`src/hw/rtl/bllm_pkg.sv`:
```
`default_nettype none

package bllm_pkg;

   localparam int CAPACITY = 64;
   localparam int IDX_W    = $clog2(CAPACITY);
   localparam int CNT_W    = $clog2(CAPACITY + 1);
   localparam int VAL_W    = 32;

   // request codes
   localparam logic [2:0] RQ_INS_HEAD = 3'd0;
   localparam logic [2:0] RQ_INS_TAIL = 3'd1;
   localparam logic [2:0] RQ_DEL_HEAD = 3'd2;
   localparam logic [2:0] RQ_DEL_VAL  = 3'd3;
   localparam logic [2:0] RQ_CLEAR    = 3'd4;
   localparam logic [2:0] RQ_DUMP     = 3'd5;

   // result status codes
   localparam logic [1:0] ST_OK    = 2'd0;
   localparam logic [1:0] ST_FULL  = 2'd1;
   localparam logic [1:0] ST_EMPTY = 2'd2;

   // datapath operations
   localparam logic [3:0] OP_NONE       = 4'd0;
   localparam logic [3:0] OP_START_INS  = 4'd1;
   localparam logic [3:0] OP_START_LIST = 4'd2;
   localparam logic [3:0] OP_CLEAR      = 4'd3;
   localparam logic [3:0] OP_INS_HEAD   = 4'd4;
   localparam logic [3:0] OP_INS_TAIL   = 4'd5;
   localparam logic [3:0] OP_DEL_HEAD   = 4'd6;
   localparam logic [3:0] OP_WALK_HIT   = 4'd7;
   localparam logic [3:0] OP_STEP       = 4'd8;
   localparam logic [3:0] OP_RELEASE    = 4'd9;

   // result value source
   localparam logic [1:0] SRC_ZERO = 2'd0;
   localparam logic [1:0] SRC_MEM  = 2'd1;
   localparam logic [1:0] SRC_REQ  = 2'd2;

   typedef struct packed {
      logic [3:0] op;
      logic       emit;
      logic [1:0] emit_status;
      logic [1:0] emit_src;
      logic       emit_last;
   } cmd_type;

   typedef struct packed {
      logic count_zero;
      logic pool_full;
      logic hit;
      logic at_last;
      logic out_free;
   } stat_type;

   // free list link of a node after reset or clear
   function automatic logic [IDX_W-1:0] link_reset(input logic [IDX_W-1:0] idx);
      logic [IDX_W-1:0] res;
      if (idx == IDX_W'(CAPACITY - 1)) begin
         res = '0;
      end else begin
         res = idx + IDX_W'(1);
      end
      return res;
   endfunction

endpackage

`default_nettype wire

```
`src/hw/rtl/bounded_linked_list_manager_core.sv`:
```
// Bounded singly linked list of signed 32-bit values in a pool of 64 nodes.
// Request channel (req_*): req_type selects insert head, insert tail, delete
// head, delete value, clear or dump; req_item_value is the value to insert or
// to find. One request is taken at a time; req_ready is high while idle.
// Response channel (rsp_*): each word carries status, out_value, last and the
// list count after the request. Dump gives one word per node, last set on the
// final one, or one empty word for an empty list; every other request gives
// exactly one word. Insert, delete head, clear, unused codes and the refused
// or empty answers go from the accept straight to an emit state; delete value
// first walks the list, and dump loads one word per node. Delete value and
// dump walk the links one node per cycle (a dump only while the output word
// can move), set by the registered read port of the node memories.
// A response register sits on the output; when rsp_ready is low the word waits
// there, and a dump holds on its current node until the word is taken.
// The next request can be taken in the cycle after the last word of the
// current one is loaded; requests never overlap.
// Reset (synchronous) empties the list and returns all nodes to the free list.
`default_nettype none

module bounded_linked_list_manager_core (
   input  wire logic                                clock,
   input  wire logic                                reset,
   input  wire logic                                req_valid,
   output logic                                     req_ready,
   input  wire logic [2:0]                          req_type,
   input  wire logic signed [bllm_pkg::VAL_W-1:0]   req_item_value,
   output logic                                     rsp_valid,
   input  wire logic                                rsp_ready,
   output logic [1:0]                               rsp_status,
   output logic signed [bllm_pkg::VAL_W-1:0]        rsp_out_value,
   output logic                                     rsp_last,
   output logic [bllm_pkg::CNT_W-1:0]               rsp_list_count
);
   import bllm_pkg::*;

   cmd_type  cmd;
   stat_type stat;

   bllm_ctrl u_ctrl (
      .clock     (clock),
      .reset     (reset),
      .req_valid (req_valid),
      .req_ready (req_ready),
      .req_type  (req_type),
      .stat      (stat),
      .cmd       (cmd)
   );

   bllm_datapath u_datapath (
      .clock          (clock),
      .reset          (reset),
      .req_item_value (req_item_value),
      .cmd            (cmd),
      .stat           (stat),
      .rsp_valid      (rsp_valid),
      .rsp_ready      (rsp_ready),
      .rsp_status     (rsp_status),
      .rsp_out_value  (rsp_out_value),
      .rsp_last       (rsp_last),
      .rsp_list_count (rsp_list_count)
   );

endmodule

`default_nettype wire

```
`src/hw/rtl/bllm_ctrl.sv`:
```
`default_nettype none

module bllm_ctrl (
   input  wire logic               clock,
   input  wire logic               reset,
   input  wire logic               req_valid,
   output logic                    req_ready,
   input  wire logic [2:0]         req_type,
   input  wire bllm_pkg::stat_type stat,
   output bllm_pkg::cmd_type       cmd
);
   import bllm_pkg::*;

   localparam logic [2:0] S_IDLE = 3'd0;
   localparam logic [2:0] S_EMIT = 3'd1;
   localparam logic [2:0] S_INS  = 3'd2;
   localparam logic [2:0] S_DELH = 3'd3;
   localparam logic [2:0] S_WALK = 3'd4;
   localparam logic [2:0] S_REL  = 3'd5;
   localparam logic [2:0] S_DUMP = 3'd6;

   logic [2:0] state_ff, state_in;
   logic [1:0] pend_ff, pend_in;
   logic       tail_ff, tail_in;

   assign req_ready = (state_ff == S_IDLE);

   always_comb begin
      state_in        = state_ff;
      pend_in         = pend_ff;
      tail_in         = tail_ff;
      cmd.op          = OP_NONE;
      cmd.emit        = 1'b0;
      cmd.emit_status = ST_OK;
      cmd.emit_src    = SRC_ZERO;
      cmd.emit_last   = 1'b1;
      case (state_ff)
         S_IDLE: begin
            if (req_valid) begin
               case (req_type)
                  RQ_INS_HEAD, RQ_INS_TAIL: begin
                     cmd.op  = OP_START_INS;
                     tail_in = (req_type == RQ_INS_TAIL);
                     if (stat.pool_full) begin
                        pend_in  = ST_FULL;
                        state_in = S_EMIT;
                     end else begin
                        state_in = S_INS;
                     end
                  end
                  RQ_DEL_HEAD, RQ_DEL_VAL, RQ_DUMP: begin
                     cmd.op = OP_START_LIST;
                     if (stat.count_zero) begin
                        pend_in  = ST_EMPTY;
                        state_in = S_EMIT;
                     end else if (req_type == RQ_DEL_HEAD) begin
                        state_in = S_DELH;
                     end else if (req_type == RQ_DEL_VAL) begin
                        state_in = S_WALK;
                     end else begin
                        state_in = S_DUMP;
                     end
                  end
                  RQ_CLEAR: begin
                     cmd.op   = OP_CLEAR;
                     pend_in  = ST_OK;
                     state_in = S_EMIT;
                  end
                  default: begin
                     pend_in  = ST_OK;
                     state_in = S_EMIT;
                  end
               endcase
            end
         end
         S_EMIT: begin
            if (stat.out_free) begin
               cmd.emit        = 1'b1;
               cmd.emit_status = pend_ff;
               state_in        = S_IDLE;
            end
         end
         S_INS: begin
            if (stat.out_free) begin
               cmd.op   = tail_ff ? OP_INS_TAIL : OP_INS_HEAD;
               cmd.emit = 1'b1;
               state_in = S_IDLE;
            end
         end
         S_DELH: begin
            if (stat.out_free) begin
               cmd.op       = OP_DEL_HEAD;
               cmd.emit     = 1'b1;
               cmd.emit_src = SRC_MEM;
               state_in     = S_IDLE;
            end
         end
         S_WALK: begin
            if (stat.hit) begin
               cmd.op   = OP_WALK_HIT;
               state_in = S_REL;
            end else if (stat.at_last) begin
               pend_in  = ST_EMPTY;
               state_in = S_EMIT;
            end else begin
               cmd.op = OP_STEP;
            end
         end
         S_REL: begin
            if (stat.out_free) begin
               cmd.op       = OP_RELEASE;
               cmd.emit     = 1'b1;
               cmd.emit_src = SRC_REQ;
               state_in     = S_IDLE;
            end
         end
         S_DUMP: begin
            if (stat.out_free) begin
               cmd.emit      = 1'b1;
               cmd.emit_src  = SRC_MEM;
               cmd.emit_last = stat.at_last;
               if (stat.at_last) begin
                  state_in = S_IDLE;
               end else begin
                  cmd.op = OP_STEP;
               end
            end
         end
         default: begin
            state_in = S_IDLE;
         end
      endcase
   end

   always_ff @(posedge clock) begin
      if (reset) begin
         state_ff <= S_IDLE;
      end else begin
         state_ff <= state_in;
      end
      pend_ff <= pend_in;
      tail_ff <= tail_in;
   end

endmodule

`default_nettype wire

```
`src/hw/rtl/bllm_datapath.sv`:
```
`default_nettype none

module bllm_datapath (
   input  wire logic                                clock,
   input  wire logic                                reset,
   input  wire logic signed [bllm_pkg::VAL_W-1:0]   req_item_value,
   input  wire bllm_pkg::cmd_type                   cmd,
   output bllm_pkg::stat_type                       stat,
   output logic                                     rsp_valid,
   input  wire logic                                rsp_ready,
   output logic [1:0]                               rsp_status,
   output logic signed [bllm_pkg::VAL_W-1:0]        rsp_out_value,
   output logic                                     rsp_last,
   output logic [bllm_pkg::CNT_W-1:0]               rsp_list_count
);
   import bllm_pkg::*;

   logic signed [VAL_W-1:0] values_mem [CAPACITY];
   logic [IDX_W-1:0]        links_mem  [CAPACITY];

   logic [CAPACITY-1:0]     lvalid_ff, lvalid_in;
   logic [IDX_W-1:0]        head_ff, head_in;
   logic [IDX_W-1:0]        tail_ff, tail_in;
   logic [IDX_W-1:0]        free_ff, free_in;
   logic [CNT_W-1:0]        count_ff, count_in;
   logic [IDX_W-1:0]        cur_ff, cur_in;
   logic [IDX_W-1:0]        prev_ff, prev_in;
   logic [IDX_W-1:0]        idx_ff, idx_in;
   logic signed [VAL_W-1:0] val_ff, val_in;

   logic signed [VAL_W-1:0] value_rd_ff;
   logic [IDX_W-1:0]        link_mem_rd_ff;
   logic                    lvalid_rd_ff;
   logic [IDX_W-1:0]        link_rd;

   logic                    value_we;
   logic                    link_we;
   logic [IDX_W-1:0]        link_waddr;
   logic [IDX_W-1:0]        link_wdata;

   logic                    rsp_valid_ff, rsp_valid_in;
   logic [1:0]              rsp_status_ff;
   logic signed [VAL_W-1:0] rsp_value_ff, rsp_value_in;
   logic                    rsp_last_ff;
   logic [CNT_W-1:0]        rsp_count_ff;

   assign link_rd = lvalid_rd_ff ? link_mem_rd_ff : link_reset(cur_ff);

   assign stat.count_zero = (count_ff == '0);
   assign stat.pool_full  = (count_ff >= CNT_W'(CAPACITY));
   assign stat.hit        = (value_rd_ff == val_ff);
   assign stat.at_last    = ((CNT_W'(idx_ff) + CNT_W'(1)) == count_ff);
   assign stat.out_free   = !rsp_valid_ff || rsp_ready;

   always_comb begin
      lvalid_in  = lvalid_ff;
      head_in    = head_ff;
      tail_in    = tail_ff;
      free_in    = free_ff;
      count_in   = count_ff;
      cur_in     = cur_ff;
      prev_in    = prev_ff;
      idx_in     = idx_ff;
      val_in     = val_ff;
      value_we   = 1'b0;
      link_we    = 1'b0;
      link_waddr = cur_ff;
      link_wdata = free_ff;
      case (cmd.op)
         OP_START_INS: begin
            cur_in = free_ff;
            val_in = req_item_value;
         end
         OP_START_LIST: begin
            cur_in  = head_ff;
            prev_in = '0;
            idx_in  = '0;
            val_in  = req_item_value;
         end
         OP_CLEAR: begin
            lvalid_in = '0;
            head_in   = '0;
            tail_in   = '0;
            free_in   = '0;
            count_in  = '0;
         end
         OP_INS_HEAD, OP_INS_TAIL: begin
            free_in  = link_rd;
            value_we = 1'b1;
            count_in = count_ff + CNT_W'(1);
            if (count_ff == '0) begin
               head_in = cur_ff;
               tail_in = cur_ff;
            end else if (cmd.op == OP_INS_HEAD) begin
               link_we    = 1'b1;
               link_waddr = cur_ff;
               link_wdata = head_ff;
               head_in    = cur_ff;
            end else begin
               link_we    = 1'b1;
               link_waddr = tail_ff;
               link_wdata = cur_ff;
               tail_in    = cur_ff;
            end
         end
         OP_DEL_HEAD: begin
            head_in  = link_rd;
            link_we  = 1'b1;
            free_in  = cur_ff;
            count_in = count_ff - CNT_W'(1);
         end
         OP_WALK_HIT: begin
            if (idx_ff == '0) begin
               head_in = link_rd;
            end else begin
               link_we    = 1'b1;
               link_waddr = prev_ff;
               link_wdata = link_rd;
            end
            if (stat.at_last) begin
               tail_in = prev_ff;
            end
         end
         OP_STEP: begin
            prev_in = cur_ff;
            cur_in  = link_rd;
            idx_in  = idx_ff + IDX_W'(1);
         end
         OP_RELEASE: begin
            link_we  = 1'b1;
            free_in  = cur_ff;
            count_in = count_ff - CNT_W'(1);
         end
         default: begin
         end
      endcase
      if (link_we) begin
         lvalid_in[link_waddr] = 1'b1;
      end
   end

   always_ff @(posedge clock) begin
      value_rd_ff    <= values_mem[cur_in];
      link_mem_rd_ff <= links_mem[cur_in];
      lvalid_rd_ff   <= lvalid_ff[cur_in];
      if (value_we) begin
         values_mem[cur_ff] <= val_ff;
      end
      if (link_we) begin
         links_mem[link_waddr] <= link_wdata;
      end
   end

   always_comb begin
      case (cmd.emit_src)
         SRC_MEM: rsp_value_in = value_rd_ff;
         SRC_REQ: rsp_value_in = val_ff;
         default: rsp_value_in = '0;
      endcase
      if (cmd.emit) begin
         rsp_valid_in = 1'b1;
      end else if (rsp_ready) begin
         rsp_valid_in = 1'b0;
      end else begin
         rsp_valid_in = rsp_valid_ff;
      end
   end

   always_ff @(posedge clock) begin
      if (reset) begin
         lvalid_ff    <= '0;
         head_ff      <= '0;
         tail_ff      <= '0;
         free_ff      <= '0;
         count_ff     <= '0;
         rsp_valid_ff <= 1'b0;
      end else begin
         lvalid_ff    <= lvalid_in;
         head_ff      <= head_in;
         tail_ff      <= tail_in;
         free_ff      <= free_in;
         count_ff     <= count_in;
         rsp_valid_ff <= rsp_valid_in;
      end
      cur_ff  <= cur_in;
      prev_ff <= prev_in;
      idx_ff  <= idx_in;
      val_ff  <= val_in;
      if (cmd.emit) begin
         rsp_status_ff <= cmd.emit_status;
         rsp_value_ff  <= rsp_value_in;
         rsp_last_ff   <= cmd.emit_last;
         rsp_count_ff  <= count_in;
      end
   end

   assign rsp_valid      = rsp_valid_ff;
   assign rsp_status     = rsp_status_ff;
   assign rsp_out_value  = rsp_value_ff;
   assign rsp_last       = rsp_last_ff;
   assign rsp_list_count = rsp_count_ff;

endmodule

`default_nettype wire

```
`config.mk`:
```
export PLATFORM = sky130hd
export DESIGN_NAME = bounded_linked_list_manager_core
export DESIGN_NICKNAME = d
export VERILOG_FILES = /design/src/hw/rtl/bllm_pkg.sv /design/src/hw/rtl/bounded_linked_list_manager_core.sv /design/src/hw/rtl/bllm_ctrl.sv /design/src/hw/rtl/bllm_datapath.sv
export SDC_FILE = /design/constraint.sdc
export NUM_CORES = 2
export LEC_CHECK = 0
export BUFFER_PORTS_ARGS = -buffer_cell sky130_fd_sc_hd__buf_2
export CELL_PAD_IN_SITES_DETAIL_PLACEMENT = 0
export CELL_PAD_IN_SITES_GLOBAL_PLACEMENT = 1
export CORE_AREA = 2 2 491 493
export CTS_BUF_LIST = sky130_fd_sc_hd__clkbuf_2
export CTS_CLUSTER_SIZE = 16
export DETAILED_ROUTE_END_ITERATION = 8
export DIE_AREA = 0 0 493 495
export PLACE_DENSITY = 0.78
export SYNTH_ARGS = -nofsm -noshare
export SYNTH_HDL_FRONTEND = slang
export SYNTH_HIERARCHICAL = 1
export SYNTH_SLANG_ARGS = --single-unit
```
`constraint.sdc`:
```
create_clock -name clock -period 7.9 [get_ports clock]
set_input_delay 1.185 -clock clock [delete_from_list [all_inputs] [get_ports clock]]
set_output_delay 1.185 -clock clock [all_outputs]
set_load 0.02 [all_outputs]
```
# == Word-level counts from Yosys, hierarchy flattened ==
# Memory sizes are Yosys's and may differ from the RTL's. A register that Yosys moved wholly into a read port is not among the register bits.
# Cells that the tools add are included.
# W data, S select, Z words.
# totals
reg_bits,189
mem_bits_rw,2432
input_bits,39
elab_cells,169
memories,2
# op_classes
add_sub_neg,5
magnitude_cmp,4
eq_ne,38
muxes,75
bitwise_logic,1
reduce_logical,26
# mem_list
memory,words,width,read_ports,rd_ports_with_merged_regs,wr,line_no,rtl
u_datapath.values_mem,64,32,1,1,1,bllm_datapath.sv:18,logic signed [VAL_W-1:0] values_mem [CAPACITY];
u_datapath.links_mem,64,6,1,1,1,bllm_datapath.sv:19,logic [IDX_W-1:0] links_mem [CAPACITY];
# ops
cell,n
$mux W64,2
$mux W6,14
$or A64 B64 Y64,1
$pmux W32 S2,1
$pmux W6 S3,3
$pmux W6 S2,4
$eq A32 B32 Y1,1
$mux W3,9
$pmux W4 S6,1
$pmux W6 S4,1
$pmux W7 S3,1
$mux W2,9
$eq A4 B3 Y1 const B,4
$mux W4,4
$eq A3 B3 Y1 const B,5
$mux W5,3
$lt A6 B7 Y1 const B,2
$mux W1,13
$add A6 B1 Y6 const B,2
$eq A3 B2 Y1 const B,4
$pmux W2 S3,2
$pmux W3 S4,1
$ne A3 B3 Y1 const B,3
$reduce_and A3 Y1,3
other kinds (37),56

# == Depth between registers and ports, before layout ==
# logic_depth
word_depth,15
mapped_depth,25
ltp_nobuf,22

# == Modules after synthesis ==
# Netlist, hierarchy kept.
# by_module_without_submodules
module,n_inst,cells_per_inst,area_each_um2,seq_area_each_um2
bllm_datapath,1,8010,106236.9,78315.1
bllm_ctrl,1,92,716.9,150.1

# == Least setup slack after synthesis ==
# Ideal clock, no wire load.
# synth_timing
path_kind,reg2reg
startpoint,register u_datapath.val_ff[25]
endpoint,"memory u_datapath/links_mem[0][5] (netlist bit), data pin"
setup_ns,0.702
t_arrival_ns,5.572
t_required_ns,7.198
slack_ns,1.627
stages_incl_launch_ff,12
period_less_slack_ns,6.273
cell_sequence,edfxtp_1 -> xor2_1 -> nor4_1 -> nand4_1 -> nor2_1 -> nand3_1 -> o21ai_0 -> nand2b_1 -> clkbuf_1 -> nor2_1 -> nand2b_1 -> o21ai_0
# synth_lines
element,line_no,rtl
"start, declared",bllm_datapath.sv:29,"logic signed [VAL_W-1:0] val_ff, val_in;"
"start signal, assigned",bllm_datapath.sv:188,val_ff <= val_in;
"end, declared",bllm_datapath.sv:19,

==> results by group <==
Status
  • Status: finished with violations
  • Failing checks: DRC

Timing
  • Final worst setup slack: 0.134 ns
  • Final TNS setup: 0 ns
  • Worst slew pin tran: around 1.4 ns
  • Tcrit/Tclk final: 98.3%
  • Unrepaired setup endpoints after global routing: false
  • Final count of pins violating max slew: 0
  • Final worst path period need: between 7 and 8 ns
  • Max-slew headroom: 3.63%
  • Final setup vio count: 0
  • Final hold slack: 0.205 ns
  • Peak Freq: 129 MHz
  • Final Hold Fails: 0
  • Final clock skew: 0.309 ns

Yosys
  • Asr flop ratio synth: 0%
  • Yosys top cell by area: edfxtp_1
  • Synth unique cells: 95
  • Top FF cell, synth: edfxtp_1
  • Synth Register Bits: 2659
  • Post-Syn Area: 0.107 mm^2
  • Post-synthesis sequential area ratio: 73.4%
  • Area fraction of the dominant cell type after synthesis: between 70% and 80%
  • Yosys warning total: 6
  • Post-synth EDFFs: 2521
  • Syn_area_per_cell: 13.2 um^2
  • Largest cells by area after synthesis: edfxtp_1, nand2_1, nand3_1
  • Post-Syn Nets: 8156
  • Post-Syn Instances: roughly 8100

Detailed routing
  • Post-DRT Antenna Nets: 0
  • WL/cell: 26.8 um
  • Router iterations before antenna repair: 9
  • Routed WL: ~330000 um
  • Drc violations: 8
  • Via count: 73300
  • Drt via density: around 5.9
  • DR iter-0 viols: 11100

Floorplanning
  • Die span in x: roughly 490 um
  • Rows: 180
  • Starting Density: approximately 45%
  • Chip height: 495 um
  • Die area: 0.244 mm^2
  • IO Pins: slightly above 80
  • Core area: 0.239 mm^2

CTS
  • Post-CTS sizing: 0
  • CTS tree: built
  • Clock Sink Count: 2659
  • Reg clk slew, reported paths: 0.11 ns
  • Max Root-Sink Buffers: 4
  • Setup Fix Bufs, Post-CTS: 0
  • Htree depth: 6
  • Clock Root Buffer: clkbuf_2
  • Hold Buf Count CTS: 74
  • Worst-Skew Late Latency: 2.01 ns
  • CTS buffer count: 669

Cells and area
  • Fill cell count: 20700
  • Nets: 8745
  • FF+latch area: 0.0785 mm^2
  • Commonest cells after routing, fill and taps aside: edfxtp_1, nand2_1, clkbuf_2
  • Multi-input logic area: 0.0266 mm^2
  • Area Growth Syn to Fin: 11.3%
  • Layout cells sized above 1: 17.2%
  • Most common cell after layout, fill and taps aside: edfxtp_1

Global route
  • Total grt overflow: 0
  • Largest net degree at the start of global routing: 163
  • Vias in the first global route: ~70000
  • Overall global routing resource usage: between 20% and 30%
  • First-pass GRT wire length: 475000 um
  • Antenna violations before repair: 15

Placement
  • Port Buffer Count: 82
  • Setup slack at placement: 0.575 ns
  • Gpl congestion: 0.893
  • DP Wirelength: 193000 um

Worst setup path
  • Slowest CP cell: nor4_1
  • CP Capture Type: register
  • Setup crit start kind: register
  • Critical path arrival: just under 10 ns
  • WS Path Type: register to register
  • Required time of the critical path: 9.82 ns
  • Crit-path most repeated cell: buf_4
  • Worst-path maximum fanout: 32
  • Max incr delay on CP: 1.14 ns
  • Critical Path, Cell by Cell: xor2_1, nor4_1, nand4_1, nor2_1, buf_4, nand3_1, o311ai_4, buf_4, xnor2_2, o21ai_0, o211a_1, a21oi_4, inv_6, buf_4, nor2_1, buf_4, a21boi_0, nor4_1, o31a_1

Pwr
  • Power share of the clock group: 18.3%
  • Sw frac: 46.0%
  • IR drop worst, VDD: 0.000614 V
  • Power per cell area: 421 mW/mm^2
  • Combinational Power Share: 47.5%
  • P_sw: 23.1 mW
  • Internal: between 20 and 30 mW
  • Flop pwr share: 34.2%
  • Leak: ~42 nW

Run
  • Max Cap Viol: 0

Worst hold path
  • Class of the worst hold path: input pin to register
registers in the layout, summed over array words and instances (netlist names), 7 cells and up:
register,cells
u_datapath/rsp_list_count,7
u_datapath/values_mem,2048
u_datapath/count_ff,7
u_datapath/links_mem,384
u_datapath/val_ff,32
u_datapath/value_rd_ff,32
u_datapath/rsp_out_value,32
u_datapath/lvalid_ff,64
power groups by stage:
| stage | registers, mW | logic, mW | clock network, mW |
|---|---|---|---|
| floorplan | 17.7 | 13.1 | 0 |
| global placement | 17.5 | 23.1 | 0 |
| detailed placement | 17.5 | 23.2 | 0 |
| CTS | 17.1 | 23.3 | 9.31 |
| global route | 17.2 | 24.9 | 10.0 |
| finish | 17.2 | 23.8 | 9.17 |
metrics by stage:
stage          power [mW]  area (um^2)  std cells  utilization [%]
2_1_floorplan        30.8       107000       8102                -
3_3_place_gp         40.5       112000      11100             47.0
3_5_place_dp         40.7       112000      11100             47.0
4_1_cts              49.8       119000      12400             49.8
5_1_grt              52.1       119000      12400             49.8
6_report             50.2       119000      12400             49.8
worst paths after layout:
kind	startpoint	endpoint	slack, ns	depth (start not counted)
max	u_datapath/val_ff[30]	u_datapath/value_rd_ff[30]	0.13	19
min	req_item_value[22]	u_datapath/val_ff[22]	0.20	2
max reg2reg	u_datapath/val_ff[30]	u_datapath/value_rd_ff[30]	0.13	19
min reg2reg	u_datapath/tail_ff[0]	u_datapath/tail_ff[0]	0.51	2
critical path: cells and delay by family (launching register included):
| family | cells | cell delay [ns] |
|---|---|---|
| compound gates | 6 | 1.24 |
| xor+xnor | 2 | 0.44 |
| buf+inv | 5 | 1.82 |
| flops | 1 | 0.60 |
| simple gates | 6 | 3.58 |
area by class of cell:
type                            count  area share (%)
Inverter                           30           0.118
Clock buffer                      958            4.03
Antenna cell                       13          0.0273
Multi-Input combinational cell   4869            22.3
Tap cell                         3185            3.35
Sequential cell                  2659            65.9
Clock inverter                    205           0.964
Timing Repair Buffer              462            3.31
per-layer routing:
layer	vias to the layer above	track usage (%)	part of all wire, %
met1	36000	36.4	39
met2	4822	39.7	44
met3	755	6.71	12
met5	-	0	0.087
li1	31700	-	-
met4	6	12.3	4.6
kinds of logic after synthesis:
kind of cell | after synthesis | synth area share [%]
adders and majority gates | 15 | 0.182
buffers and inverters | 574 | 2.42
DFF | 2659 | 73.4
xor gates and xnor gates | 51 | 0.425
and+or+nand+nor | 3646 | 14.7
muxes | 282 | 2.83
AOI/OAI and AO/OA | 875 | 6.07
cell usage after synthesis (9+ instances only):
library cell,count
a21o_1,9
or3_1,9
and3_1,140
nor3_1,45
a32oi_1,12
a22oi_1,129
ha_1,14
mux2i_1,260
dfxtp_1,138
nor2b_1,15
nor2_1,312
nand2b_1,15
nand3_1,934
edfxtp_1,2521
a2111oi_0,17
buf_1,95
a311oi_1,116
buf_2,253
a221oi_1,23
buf_4,16
a31oi_1,84
nand2_1,2070
a21oi_1,144
a211oi_1,36
o22ai_1,27
o21a_1,12
xor2_1,41
a41oi_1,12
o221ai_1,37
mux4_2,16
inv_1,24
xnor2_1,9
nand4_1,31
and2_1,12
nor4_1,21
o21ai_0,77
o221a_2,45
clkbuf_1,173
No activity file was read; power rests on OpenSTA's default activity.
